**src/rtl/i2cms_pkg.sv**
```systemverilog
// i2cms_pkg: shared types and codes for the I2C master register sequencer.
// No dependencies; imported by the front, back and top-level modules.
package i2cms_pkg;

   typedef enum logic [1:0] {
      OP_QUEUE = 2'd0,
      OP_DONE  = 2'd1,
      OP_PUSH  = 2'd2,
      OP_NONE  = 2'd3
   } op_type;

   localparam logic [2:0] ACT_NONE   = 3'd0;
   localparam logic [2:0] ACT_START  = 3'd1;
   localparam logic [2:0] ACT_TX     = 3'd2;
   localparam logic [2:0] ACT_RSTART = 3'd3;
   localparam logic [2:0] ACT_RCV    = 3'd4;
   localparam logic [2:0] ACT_ACKBIT = 3'd5;
   localparam logic [2:0] ACT_STOP   = 3'd6;

   localparam int REQ_BITS = 24;

   typedef struct packed {
      logic       rd;
      logic [6:0] addr;
      logic [7:0] sub;
      logic [7:0] len;
   } req_entry_type;

   typedef struct packed {
      op_type        op;
      req_entry_type req;
      logic [7:0]    data;
   } cmd_type;

   typedef struct packed {
      logic [2:0] bus_action;
      logic [7:0] tx_byte;
      logic       ack_level;
      logic       rx_valid;
      logic [7:0] rx_data;
      logic       transaction_done;
      logic       done_was_read;
      logic       request_rejected;
      logic       data_underrun;
      logic       bus_idle;
   } rsp_type;

endpackage

```
**src/rtl/i2cms_ram.sv**
```systemverilog
// i2cms_ram: generic single-write, single-read RAM with registered read data.
// No dependencies.
module i2cms_ram #(
   parameter int WIDTH = 8,
   parameter int DEPTH = 16
) (
   input  logic                                       clock,
   input  logic                                       we,
   input  logic [((DEPTH > 1) ? $clog2(DEPTH) : 1)-1:0] waddr,
   input  logic [WIDTH-1:0]                           wdata,
   input  logic [((DEPTH > 1) ? $clog2(DEPTH) : 1)-1:0] raddr,
   output logic [WIDTH-1:0]                           rdata
);

   logic [WIDTH-1:0] mem [DEPTH];

   always_ff @(posedge clock) begin
      if (we) begin
         mem[waddr] <= wdata;
      end
      rdata <= mem[raddr];
   end

endmodule

```
**src/rtl/i2cms_front.sv**
```systemverilog
// i2cms_front: accepts requests, classifies the operation and holds them
// in a two-entry command queue. Depends on i2cms_pkg.
module i2cms_front (
   input  logic              clock,
   input  logic              reset,
   input  logic              req_valid,
   output logic              req_ready,
   input  logic [1:0]        req_operation,
   input  logic [6:0]        req_device_address,
   input  logic [7:0]        req_sub_address,
   input  logic              req_is_read,
   input  logic [7:0]        req_length,
   input  logic [7:0]        req_rx_byte,
   input  logic [7:0]        req_write_byte,
   output logic              cmd_valid,
   output i2cms_pkg::cmd_type cmd,
   input  logic              cmd_ready
);
   import i2cms_pkg::*;

   cmd_type    q_ff [2];
   logic       wr_ptr_ff, wr_ptr_in;
   logic       rd_ptr_ff, rd_ptr_in;
   logic [1:0] count_ff, count_in;
   cmd_type    new_cmd;
   logic       push, pop;

   always_comb begin
      new_cmd.op       = op_type'(req_operation);
      new_cmd.req.rd   = req_is_read;
      new_cmd.req.addr = req_device_address;
      new_cmd.req.sub  = req_sub_address;
      new_cmd.req.len  = req_length;
      new_cmd.data     = (new_cmd.op == OP_DONE) ? req_rx_byte : req_write_byte;
   end

   assign req_ready = (count_ff != 2'd2);
   assign cmd_valid = (count_ff != 2'd0);
   assign cmd       = q_ff[rd_ptr_ff];
   assign push      = req_valid && req_ready;
   assign pop       = cmd_valid && cmd_ready;

   always_comb begin
      wr_ptr_in = push ? ~wr_ptr_ff : wr_ptr_ff;
      rd_ptr_in = pop ? ~rd_ptr_ff : rd_ptr_ff;
      count_in  = count_ff + 2'(push) - 2'(pop);
   end

   always_ff @(posedge clock) begin
      if (reset) begin
         wr_ptr_ff <= 1'b0;
         rd_ptr_ff <= 1'b0;
         count_ff  <= 2'd0;
      end else begin
         wr_ptr_ff <= wr_ptr_in;
         rd_ptr_ff <= rd_ptr_in;
         count_ff  <= count_in;
      end
      if (push) begin
         q_ff[wr_ptr_ff] <= new_cmd;
      end
   end

endmodule

```
**src/rtl/i2cms_back.sv**
```systemverilog
// i2cms_back: request queue, write-data FIFO and bus sequencing state; runs
// one command per pass and registers the result. Depends on i2cms_pkg, i2cms_ram.
module i2cms_back #(
   parameter int REQ_DEPTH   = 8,
   parameter int WDATA_DEPTH = 16
) (
   input  logic               clock,
   input  logic               reset,
   input  logic               cmd_valid,
   input  i2cms_pkg::cmd_type cmd,
   output logic               cmd_ready,
   output logic               rsp_valid,
   output i2cms_pkg::rsp_type rsp,
   input  logic               rsp_ready
);
   import i2cms_pkg::*;

   localparam int RA = (REQ_DEPTH > 1) ? $clog2(REQ_DEPTH) : 1;
   localparam int RC = $clog2(REQ_DEPTH + 1);
   localparam int WA = (WDATA_DEPTH > 1) ? $clog2(WDATA_DEPTH) : 1;
   localparam int WC = $clog2(WDATA_DEPTH + 1);

   typedef enum logic [1:0] {PH_IDLE, PH_READ, PH_EXEC} phase_type;
   typedef enum logic [3:0] {
      S_STOPPED, S_STARTED, S_ADDR_W, S_SUB, S_DATA_TX,
      S_RESTART, S_ADDR_R, S_DATA_RX, S_ACK, S_NACK
   } seq_type;

   phase_type     phase_ff, phase_in;
   seq_type       seq_ff, seq_in;
   cmd_type       cmd_ff, cmd_in;
   logic          rej_ff, rej_in;
   req_entry_type active_ff, active_in;
   logic [7:0]    byte_idx_ff, byte_idx_in;
   logic          idle_ff, idle_in;
   logic [RA-1:0] req_head_ff, req_head_in;
   logic [RC-1:0] req_count_ff, req_count_in;
   logic [WA-1:0] wf_head_ff, wf_head_in;
   logic [WC-1:0] wf_count_ff, wf_count_in;
   logic          rsp_valid_ff, rsp_valid_in;
   rsp_type       rsp_ff, rsp_in;

   logic          req_we, wf_we;
   logic [RA:0]   req_sum;
   logic [RA-1:0] req_tail;
   logic [WA:0]   wf_sum;
   logic [WA-1:0] wf_tail;
   logic [REQ_BITS-1:0] req_rdata;
   logic [7:0]    wf_rdata;
   logic          exec_fire, adv, need_byte;
   logic [7:0]    idx_next;
   rsp_type       res;

   always_comb begin
      req_sum  = {1'b0, req_head_ff} + (RA+1)'(req_count_ff);
      req_tail = (req_sum >= (RA+1)'(REQ_DEPTH)) ? RA'(req_sum - (RA+1)'(REQ_DEPTH))
                                                  : RA'(req_sum);
      wf_sum   = {1'b0, wf_head_ff} + (WA+1)'(wf_count_ff);
      wf_tail  = (wf_sum >= (WA+1)'(WDATA_DEPTH)) ? WA'(wf_sum - (WA+1)'(WDATA_DEPTH))
                                                   : WA'(wf_sum);
   end

   i2cms_ram #(.WIDTH(REQ_BITS), .DEPTH(REQ_DEPTH)) u_req_ram (
      .clock (clock),
      .we    (req_we),
      .waddr (req_tail),
      .wdata (cmd.req),
      .raddr (req_head_ff),
      .rdata (req_rdata)
   );

   i2cms_ram #(.WIDTH(8), .DEPTH(WDATA_DEPTH)) u_wdata_ram (
      .clock (clock),
      .we    (wf_we),
      .waddr (wf_tail),
      .wdata (cmd.data),
      .raddr (wf_head_ff),
      .rdata (wf_rdata)
   );

   assign cmd_ready = (phase_ff == PH_IDLE);
   assign exec_fire = (phase_ff == PH_EXEC) && (!rsp_valid_ff || rsp_ready);
   assign rsp_valid = rsp_valid_ff;
   assign rsp       = rsp_ff;
   assign idx_next  = byte_idx_ff + 8'd1;

   always_comb begin
      phase_in     = phase_ff;
      seq_in       = seq_ff;
      cmd_in       = cmd_ff;
      rej_in       = rej_ff;
      active_in    = active_ff;
      byte_idx_in  = byte_idx_ff;
      idle_in      = idle_ff;
      req_head_in  = req_head_ff;
      req_count_in = req_count_ff;
      wf_head_in   = wf_head_ff;
      wf_count_in  = wf_count_ff;
      rsp_in       = rsp_ff;
      req_we       = 1'b0;
      wf_we        = 1'b0;
      adv          = 1'b0;
      need_byte    = 1'b0;
      res          = '0;

      case (phase_ff)
         PH_IDLE: begin
            if (cmd_valid) begin
               cmd_in   = cmd;
               rej_in   = 1'b0;
               phase_in = PH_READ;
               if (cmd.op == OP_QUEUE) begin
                  if (req_count_ff == RC'(REQ_DEPTH)) begin
                     rej_in = 1'b1;
                  end else begin
                     req_we       = 1'b1;
                     req_count_in = req_count_ff + RC'(1);
                  end
               end else if (cmd.op == OP_PUSH) begin
                  if (wf_count_ff == WC'(WDATA_DEPTH)) begin
                     rej_in = 1'b1;
                  end else begin
                     wf_we       = 1'b1;
                     wf_count_in = wf_count_ff + WC'(1);
                  end
               end
            end
         end
         PH_READ: begin
            phase_in = PH_EXEC;
         end
         PH_EXEC: begin
            if (exec_fire) begin
               phase_in = PH_IDLE;
               if (cmd_ff.op inside {OP_QUEUE, OP_PUSH}) begin
                  res.request_rejected = rej_ff;
               end
               adv = (cmd_ff.op == OP_DONE) || (cmd_ff.op == OP_QUEUE && idle_ff);
               if (adv) begin
                  case ((cmd_ff.op == OP_QUEUE) ? S_STOPPED : seq_ff)
                     S_STARTED: begin
                        res.bus_action = ACT_TX;
                        res.tx_byte    = {active_ff.addr, 1'b0};
                        byte_idx_in    = 8'd0;
                        seq_in         = S_ADDR_W;
                     end
                     S_ADDR_W: begin
                        res.bus_action = ACT_TX;
                        res.tx_byte    = active_ff.sub;
                        seq_in         = S_SUB;
                     end
                     S_SUB: begin
                        if (active_ff.rd) begin
                           res.bus_action = ACT_RSTART;
                           seq_in         = S_RESTART;
                        end else begin
                           res.bus_action = ACT_TX;
                           need_byte      = 1'b1;
                           seq_in         = S_DATA_TX;
                        end
                     end
                     S_DATA_TX: begin
                        byte_idx_in = idx_next;
                        if (idx_next == active_ff.len) begin
                           res.bus_action       = ACT_STOP;
                           res.transaction_done = 1'b1;
                           seq_in               = S_STOPPED;
                        end else begin
                           res.bus_action = ACT_TX;
                           need_byte      = 1'b1;
                        end
                     end
                     S_RESTART: begin
                        res.bus_action = ACT_TX;
                        res.tx_byte    = {active_ff.addr, 1'b1};
                        seq_in         = S_ADDR_R;
                     end
                     S_ADDR_R, S_ACK: begin
                        res.bus_action = ACT_RCV;
                        seq_in         = S_DATA_RX;
                     end
                     S_DATA_RX: begin
                        res.rx_valid   = 1'b1;
                        res.rx_data    = cmd_ff.data;
                        res.bus_action = ACT_ACKBIT;
                        byte_idx_in    = idx_next;
                        if (idx_next == active_ff.len) begin
                           res.ack_level = 1'b1;
                           seq_in        = S_NACK;
                        end else begin
                           seq_in = S_ACK;
                        end
                     end
                     S_NACK: begin
                        res.bus_action       = ACT_STOP;
                        res.transaction_done = 1'b1;
                        res.done_was_read    = 1'b1;
                        seq_in               = S_STOPPED;
                     end
                     default: begin
                        if (req_count_in == '0) begin
                           idle_in = 1'b1;
                           seq_in  = S_STOPPED;
                        end else begin
                           active_in    = req_entry_type'(req_rdata);
                           req_head_in  = (req_head_ff == RA'(REQ_DEPTH - 1)) ? '0
                                                                             : req_head_ff + RA'(1);
                           req_count_in = req_count_ff - RC'(1);
                           res.bus_action = ACT_START;
                           idle_in      = 1'b0;
                           seq_in       = S_STARTED;
                        end
                     end
                  endcase
               end
               if (need_byte) begin
                  if (wf_count_ff == '0) begin
                     res.data_underrun = 1'b1;
                  end else begin
                     res.tx_byte = wf_rdata;
                     wf_head_in  = (wf_head_ff == WA'(WDATA_DEPTH - 1)) ? '0
                                                                      : wf_head_ff + WA'(1);
                     wf_count_in = wf_count_ff - WC'(1);
                  end
               end
               res.bus_idle = idle_in && (req_count_in == '0);
               rsp_in       = res;
            end
         end
         default: begin
            phase_in = PH_IDLE;
         end
      endcase

      rsp_valid_in = exec_fire ? 1'b1 : (rsp_ready ? 1'b0 : rsp_valid_ff);
   end

   always_ff @(posedge clock) begin
      if (reset) begin
         phase_ff     <= PH_IDLE;
         seq_ff       <= S_STOPPED;
         active_ff    <= '0;
         byte_idx_ff  <= 8'd0;
         idle_ff      <= 1'b1;
         req_head_ff  <= '0;
         req_count_ff <= '0;
         wf_head_ff   <= '0;
         wf_count_ff  <= '0;
         rsp_valid_ff <= 1'b0;
      end else begin
         phase_ff     <= phase_in;
         seq_ff       <= seq_in;
         active_ff    <= active_in;
         byte_idx_ff  <= byte_idx_in;
         idle_ff      <= idle_in;
         req_head_ff  <= req_head_in;
         req_count_ff <= req_count_in;
         wf_head_ff   <= wf_head_in;
         wf_count_ff  <= wf_count_in;
         rsp_valid_ff <= rsp_valid_in;
      end
      cmd_ff <= cmd_in;
      rej_ff <= rej_in;
      rsp_ff <= rsp_in;
   end

endmodule

```
**src/rtl/i2c_master_register_sequencer_top.sv**
```systemverilog
// i2c_master_register_sequencer_top: I2C master register read/write sequencer.
// A request goes from the front queue through the back end's write, read and
// execute passes around the registered-read request and write-data RAMs; the
// back end takes no new request until it is done with the last one.
// Reset: synchronous; all queues empty, sequencer stopped, bus idle.
// Depends on i2cms_pkg, i2cms_front, i2cms_back, i2cms_ram.
module i2c_master_register_sequencer_top #(
   parameter int REQ_DEPTH   = 8,
   parameter int WDATA_DEPTH = 16
) (
   input  logic       clock,
   input  logic       reset,
   input  logic       req_valid,
   output logic       req_ready,
   input  logic [1:0] req_operation,
   input  logic [6:0] req_device_address,
   input  logic [7:0] req_sub_address,
   input  logic       req_is_read,
   input  logic [7:0] req_length,
   input  logic [7:0] req_rx_byte,
   input  logic [7:0] req_write_byte,
   output logic       rsp_valid,
   input  logic       rsp_ready,
   output logic [2:0] rsp_bus_action,
   output logic [7:0] rsp_tx_byte,
   output logic       rsp_ack_level,
   output logic       rsp_rx_valid,
   output logic [7:0] rsp_rx_data,
   output logic       rsp_transaction_done,
   output logic       rsp_done_was_read,
   output logic       rsp_request_rejected,
   output logic       rsp_data_underrun,
   output logic       rsp_bus_idle
);
   import i2cms_pkg::*;

   logic    cmd_valid, cmd_ready;
   cmd_type cmd;
   rsp_type rsp;

   i2cms_front u_front (
      .clock              (clock),
      .reset              (reset),
      .req_valid          (req_valid),
      .req_ready          (req_ready),
      .req_operation      (req_operation),
      .req_device_address (req_device_address),
      .req_sub_address    (req_sub_address),
      .req_is_read        (req_is_read),
      .req_length         (req_length),
      .req_rx_byte        (req_rx_byte),
      .req_write_byte     (req_write_byte),
      .cmd_valid          (cmd_valid),
      .cmd                (cmd),
      .cmd_ready          (cmd_ready)
   );

   i2cms_back #(
      .REQ_DEPTH   (REQ_DEPTH),
      .WDATA_DEPTH (WDATA_DEPTH)
   ) u_back (
      .clock     (clock),
      .reset     (reset),
      .cmd_valid (cmd_valid),
      .cmd       (cmd),
      .cmd_ready (cmd_ready),
      .rsp_valid (rsp_valid),
      .rsp       (rsp),
      .rsp_ready (rsp_ready)
   );

   assign rsp_bus_action       = rsp.bus_action;
   assign rsp_tx_byte          = rsp.tx_byte;
   assign rsp_ack_level        = rsp.ack_level;
   assign rsp_rx_valid         = rsp.rx_valid;
   assign rsp_rx_data          = rsp.rx_data;
   assign rsp_transaction_done = rsp.transaction_done;
   assign rsp_done_was_read    = rsp.done_was_read;
   assign rsp_request_rejected = rsp.request_rejected;
   assign rsp_data_underrun    = rsp.data_underrun;
   assign rsp_bus_idle         = rsp.bus_idle;

endmodule
```
**config.mk**
```make
export PLATFORM = sky130hd
export DESIGN_NAME = i2c_master_register_sequencer_top
export DESIGN_NICKNAME = d
export VERILOG_FILES = /design/src/rtl/i2cms_pkg.sv /design/src/rtl/i2cms_ram.sv /design/src/rtl/i2cms_front.sv /design/src/rtl/i2cms_back.sv /design/src/rtl/i2c_master_register_sequencer_top.sv
export SDC_FILE = /design/constraint.sdc
export NUM_CORES = 1
export LEC_CHECK = 0
export BUFFER_PORTS_ARGS = -buffer_cell sky130_fd_sc_hd__buf_2
export CORE_MARGIN = 1
export CORE_UTILIZATION = 60
export CTS_CLUSTER_SIZE = 20
export DETAILED_ROUTE_END_ITERATION = 7
export MAX_ROUTING_LAYER = met4
export PLACE_DENSITY = 0.79
export SLEW_MARGIN = 20
export SYNTH_ARGS = -nofsm -noshare
export SYNTH_HDL_FRONTEND = slang
export SYNTH_SLANG_ARGS = --single-unit
```
**constraint.sdc**
```tcl
create_clock -name clock -period 3.8 [get_ports clock]
set_input_delay 0.57 -clock clock [delete_from_list [all_inputs] [get_ports clock]]
set_output_delay 0.57 -clock clock [all_outputs]
set_load 0.005 [all_outputs]
```
== Word level (Yosys, flattened, before mapping) ==
Memories as Yosys holds them, arrays and structs flattened. A register that Yosys moved wholly into a read port is not among the register bits.
Index checks and enable logic that the tools add are counted.

* Memory bits (writable): 388
* Output and inout port bits: 28
* Memories: 3
* Flip-flop bits (word level): 97
* Bits of input ports: 46

* Add/sub/neg operators: 13
* Eq/ne operators: 31
* Bitwise gates (word level): 5
* Mux-type cells: 80
* Reduce and logical (&&, ||, !) cells: 33
* Order comparisons: 2

{| class="wikitable"
|+ Memories
! name !! words !! bits a word !! rd ports !! clocked after memory_dff !! wr ports !! line !! RTL
|-
| u_back.u_req_ram.mem || 8 || 24 || 1 || 1 || 1 || i2cms_ram.sv:15 || <nowiki>logic [WIDTH-1:0] mem [DEPTH];</nowiki>
|-
| u_back.u_wdata_ram.mem || 16 || 8 || 1 || 1 || 1 || i2cms_ram.sv:15 ||
|-
| u_front.q_ff || 2 || 34 || 1 || 1 || 1 || i2cms_front.sv:21 || <nowiki>cmd_type q_ff [2];</nowiki>
|}

{| class="wikitable"
|+ Operators with widths
! cell !! number
|-
| $mux 4 || 13
|-
| $mux 1 || 41
|-
| $mux 5 || 7
|-
| $pmux 4 s8 || 1
|-
| $mux 8 || 3
|-
| $pmux 8 s3 || 1
|-
| $mux 20 || 1
|-
| $pmux 3 s6 || 1
|-
| $eq 4x3->1 const B || 4
|-
| $eq 4x4->1 const B || 4
|-
| $pmux 8 s2 || 1
|-
| $ne 2x2->1 const B || 6
|-
| $reduce_and 4->1 || 3
|-
| $mux 10 || 1
|-
| $ne 2x1->1 const B || 5
|-
| $pmux 5 s2 || 1
|-
| $reduce_and 5->1 || 2
|-
| $reduce_bool 2->1 || 5
|-
| $mux 3 || 3
|-
| $reduce_or 9->1 || 1
|-
| $add 4x1->4 const B || 2
|-
| $add 8x1->8 const B || 1
|-
| $eq 4x2->1 const B || 2
|-
| $eq 8x8->1 || 1
|-
| 31 further kinds || 54
|}

== Depth between registers and ports, before layout ==
* Depth in word-level cells: 10
* Gate-level depth with buffers: 10
* Gate-level depth less buffers: 9

== Cells and area by module ==
Synthesis repeated with hierarchy kept, for this count alone.

* Cell total of the unflattened synthesis: 1200
* Area total of the unflattened synthesis: 20502.2 um^2

{| class="wikitable"
|+ Modules (own cells, without submodules)
! module !! instances !! cells an instance !! seq. area each (um^2) !! area each (um^2)
|-
| i2cms_ram (u_back.u_req_ram) || 1 || 314 || 6246.0 || 7810.0
|-
| i2cms_ram (u_back.u_wdata_ram) || 1 || 229 || 4003.8 || 5147.4
|-
| i2cms_back || 1 || 512 || 2232.1 || 4730.8
|-
| i2cms_front || 1 || 145 || 2142.1 || 2813.9
|}

== Worst setup path before layout ==
No wires, ideal clock.

* Path kind: register to register
* From: register u_back.req_count_ff[0]
* To: memory u_back.u_req_ram.mem[4][0] in the netlist's numbering (enable)
* Required time: 3.365 ns
* Arrival: 3.113 ns
* Stages on the path, launching flop included: 6
* Slack: 0.252 ns
* Setup time: 0.435 ns
* Cells stage by stage: dfxtp_1 > ha_1 > fa_1 > xnor2_1 > xor2_1 > nor3_1

* Cells in the longest elaborated chain, start to end: 7
* Elaborated cells between the ends (all ways): 11

{| class="wikitable"
|+ Ends and longest elaborated chain
! item !! line !! RTL
|-
| from (decl) || i2cms_back.sv:37 || <nowiki>logic [RC-1:0] req_count_ff, req_count_in;</nowiki>
|-
| from (signal assigned) || i2cms_back.sv:257 || <nowiki>req_count_ff <= req_count_in;</nowiki>
|-
| branches (longest 7 deep; another with $add 3x4->4) || -- ||
|-
| to (decl) || i2cms_ram.sv:15 ||
|}

Several ways; the timed one is not identified.

==> impl_metrics.csv <==
group,metric,value,unit
cts,cts_root_buffer,"clkbuf_16",
layout,layout_commonest_cell,"edfxtp_1",
cts,post_cts_buffers,0,
power,sw_frac_of_total,0.2381,
cts,clock_latency,0.56,ns
yosys,ys_types,67,
cts,htree_levels,2,
global_route,grt_overflow,0,
sta,fin_setup_tns,0,ns
placed_design,dp_hpwl,23320,um
route,drtIter0Drc,1067,
route,route.met3.wl,2619,um
route,dr_wl_met2,18760,um
worst_hold_path,min_from,"req_length[3]",
placed_design,io_buffers,73,
power,comb_power_share,0.111,
sta,skew,0.02491,ns
cts,clk_pin_slew,0.06,ns
route,num_vias,10508,
setup_path,cp_max_fo,16,
sta,hold_viol,0,
run_status,status,"finished clean",
layout,num-fill-cells,2068,
power,internal-power,10050,uW
worst_hold_path,hold_depth,1,
floorplan,die_h,185.3,um
sta,worst_pin_slew,1.014,ns
power,seqPwrFrac,0.534,
yosys,yosysSeqAreaShare,0.7251,
setup_path,crit_type,"reg2reg",
setup_path,critPathRequiredTime,3.98,ns
floorplan,dieArea,34350,sq um
route,final_antenna_net_count,0,
global_route,antenna_found_initial,0,
layout,syn_to_final_growth,12.37,%
placed_design,pre_cts_ws,0.6897,ns
flow_run,max_cap_violations,0,
cts,ctsHoldBuffers,0,
floorplan,rows,66,
route,topRoutingLayerUsed,"met4",
yosys,synth_edf_count,425,
cts,tritoncts,"done",
yosys,yosys-top-cells-area,"edfxtp_1 63%, mux4_2 9.8%, dfxtp_1 9.2%, mux2_2 3.7%, nand2_1 1.5%",
setup_path,crit_path_start_kind,"flip-flop",
setup_path,critPathCaptureType,"flip-flop",
floorplan,initial_utilization,0.6152,
layout,layout_common_cells,"425 x edfxtp_1, 89 x dfxtp_1, 88 x mux4_2",
power,p_sw,3139,uW
setup_path,crit_arrival,3.31,ns
yosys,syn_area_per_cell,17.46,sq um
placed_design,gp_congestion,0.9145,
power,ir_drop,0.3950,mV
worst_hold_path,hold_class,"in2reg",
cts,cts_resized,0,
power,p_clk_frac,0.355,
setup_path,ff2ff_path_depth,5,
layout,fin_nets,1316,
layout,seqCellArea,14630,sq um
yosys,yosysTopAreaCell,"edfxtp_1",
power,power_density,581.7,nW/um^2
route,wl_per_cell,22.40,um
power,leakagePower,0.007451,uW
yosys,synth-seq-cells,518,
yosys,syn-cell-area,20170,sq um
layout,multiInputGateArea,5326,sq um
sta,rsz0062_at_grt,"no",
sta,fin_ws,0.6653,ns
layout,num_antenna_cells,0,
global_route,track_usage,0.2413,
cts,clock_sinks,518,
sta,max-slew-margin-rel,0.3240,
sta,fmax,319.0,MHz
yosys,synth_top_area_frac,0.6328,
yosys,ys.flop_type,"edfxtp_1",
floorplan,die_x,185.3,um
route,met1_length,16700,um
route,drc,0,
yosys,synthArstFlopShare,0,
route,wl,38870,um
cts,cts_buffer_depth,3,
floorplan,io_pins,74,
layout,utilization,0.6913,
sta,fin_crit_sh,0.8249,
cts,cts_buffers,49,
layout,drive_gt1_frac,0.2769,
floorplan,core,32780,sq um
sta,setup_violations,0,
global_route,grt_max_degree,52,
global_route,grt_pass1_wl,59220,um
sta,period_needed,3.135,ns
yosys,syn_nets,1219,
sta,hold_slack,0.1943,ns
sta,finalMaxSlewViolations,0,
yosys,syn_inst,1155,
route,drt-vias-per-instance,6.056,
route,firstDrtPassIters,7,
global_route,grt_pass1_vias,10235,
yosys,yosysWarnings,0,
-- layout make-up --
cell class	instances	area share
clock inverters	26	0.009992
well taps	442	0.02440
multi-input cells	573	0.2350
inverters	15	0.002484
repair buffers	95	0.02341
flip-flops and latches	518	0.6456
clock buffers	66	0.05913
-- worst max-delay path, cell delays in order (launching register included) --
cell and delay (ns):
dfxtp_2 0.62, mux2_2 0.43, nand3b_1 0.28, or2_2 0.38, or3_1 0.43, nor2_1 0.63
-- cells in the mapped netlist, drive strengths merged (12+ instances only) --
cell,n
inv,15
mux4,88
a21oi,54
mux2,72
nor3,17
nor2,79
nand3,12
nand2,79
edfxtp,425
xnor2,15
o21ai,15
xor2,12
dfxtp,93
ha,15
clkbuf,37
buf,12
-- sequential cells by signal (all words and copies together) (netlist names), 2 cells and up, named ones only --
signal	flops
u_back.byte_idx_ff	8
u_back.wf_count_ff	5
u_back.active_ff	24
u_back.wf_head_ff	4
u_back.u_wdata_ram.mem	128
u_back.seq_ff	4
u_front.q_ff	68
u_back.rsp	26
u_back.req_count_ff	4
u_back.phase_ff	2
u_front.count_ff	2
u_back.cmd_ff	10
u_back.u_wdata_ram.rdata	8
u_back.u_req_ram.mem	192
u_back.req_head_ff	3
u_back.u_req_ram.rdata	24
-- kinds of logic after synthesis --
| family | after synthesis | synth area share |
|---|---|---|
| xor+xnor | 27 | 0.01210 |
| buf+inv | 64 | 0.01278 |
| mux | 163 | 0.1407 |
| fa+ha+maj | 18 | 0.01228 |
| compound gates | 114 | 0.03728 |
| flops | 518 | 0.7251 |
| simple gates | 251 | 0.05980 |
-- metal layers --
layer  vias to the layer above  global-route usage
met2                       458              0.3733
li1                       4692                   -
met1                      5293              0.3409
met5                         -                   -
met3                        65             0.03480
met4                         0             0.06182
-- power groups by stage --
stage	clock [uW]	combinational, uW	sequential, uW
after global placement	0	1410	7140
final	4680	1470	7040
after detailed placement	0	1460	7160
after global routing	4960	1600	7080
after CTS	4760	1470	7040
after floorplan	0	1010	7070
-- final timing paths --
check,slack (ns),end
max,0.67,u_back.u_wdata_ram.mem[4][3]
min,0.19,u_front.q_ff[0][11]
max reg2reg,0.67,u_back.u_wdata_ram.mem[4][3]
min reg2reg,0.45,u_back.active_ff[12]
-- per-stage QoR --
| stage | power [uW] | std cells | area, sq um |
|---|---|---|---|
| after floorplan | 8073 | 1155 | 20170 |
| after global placement | 8548 | 1643 | 21100 |
| after detailed placement | 8611 | 1643 | 21100 |
| after CTS | 13270 | 1735 | 22660 |
| after global routing | 13640 | 1735 | 22660 |
| final | 13180 | 1735 | 22660 |
Power figures use the tool's default switching activity.
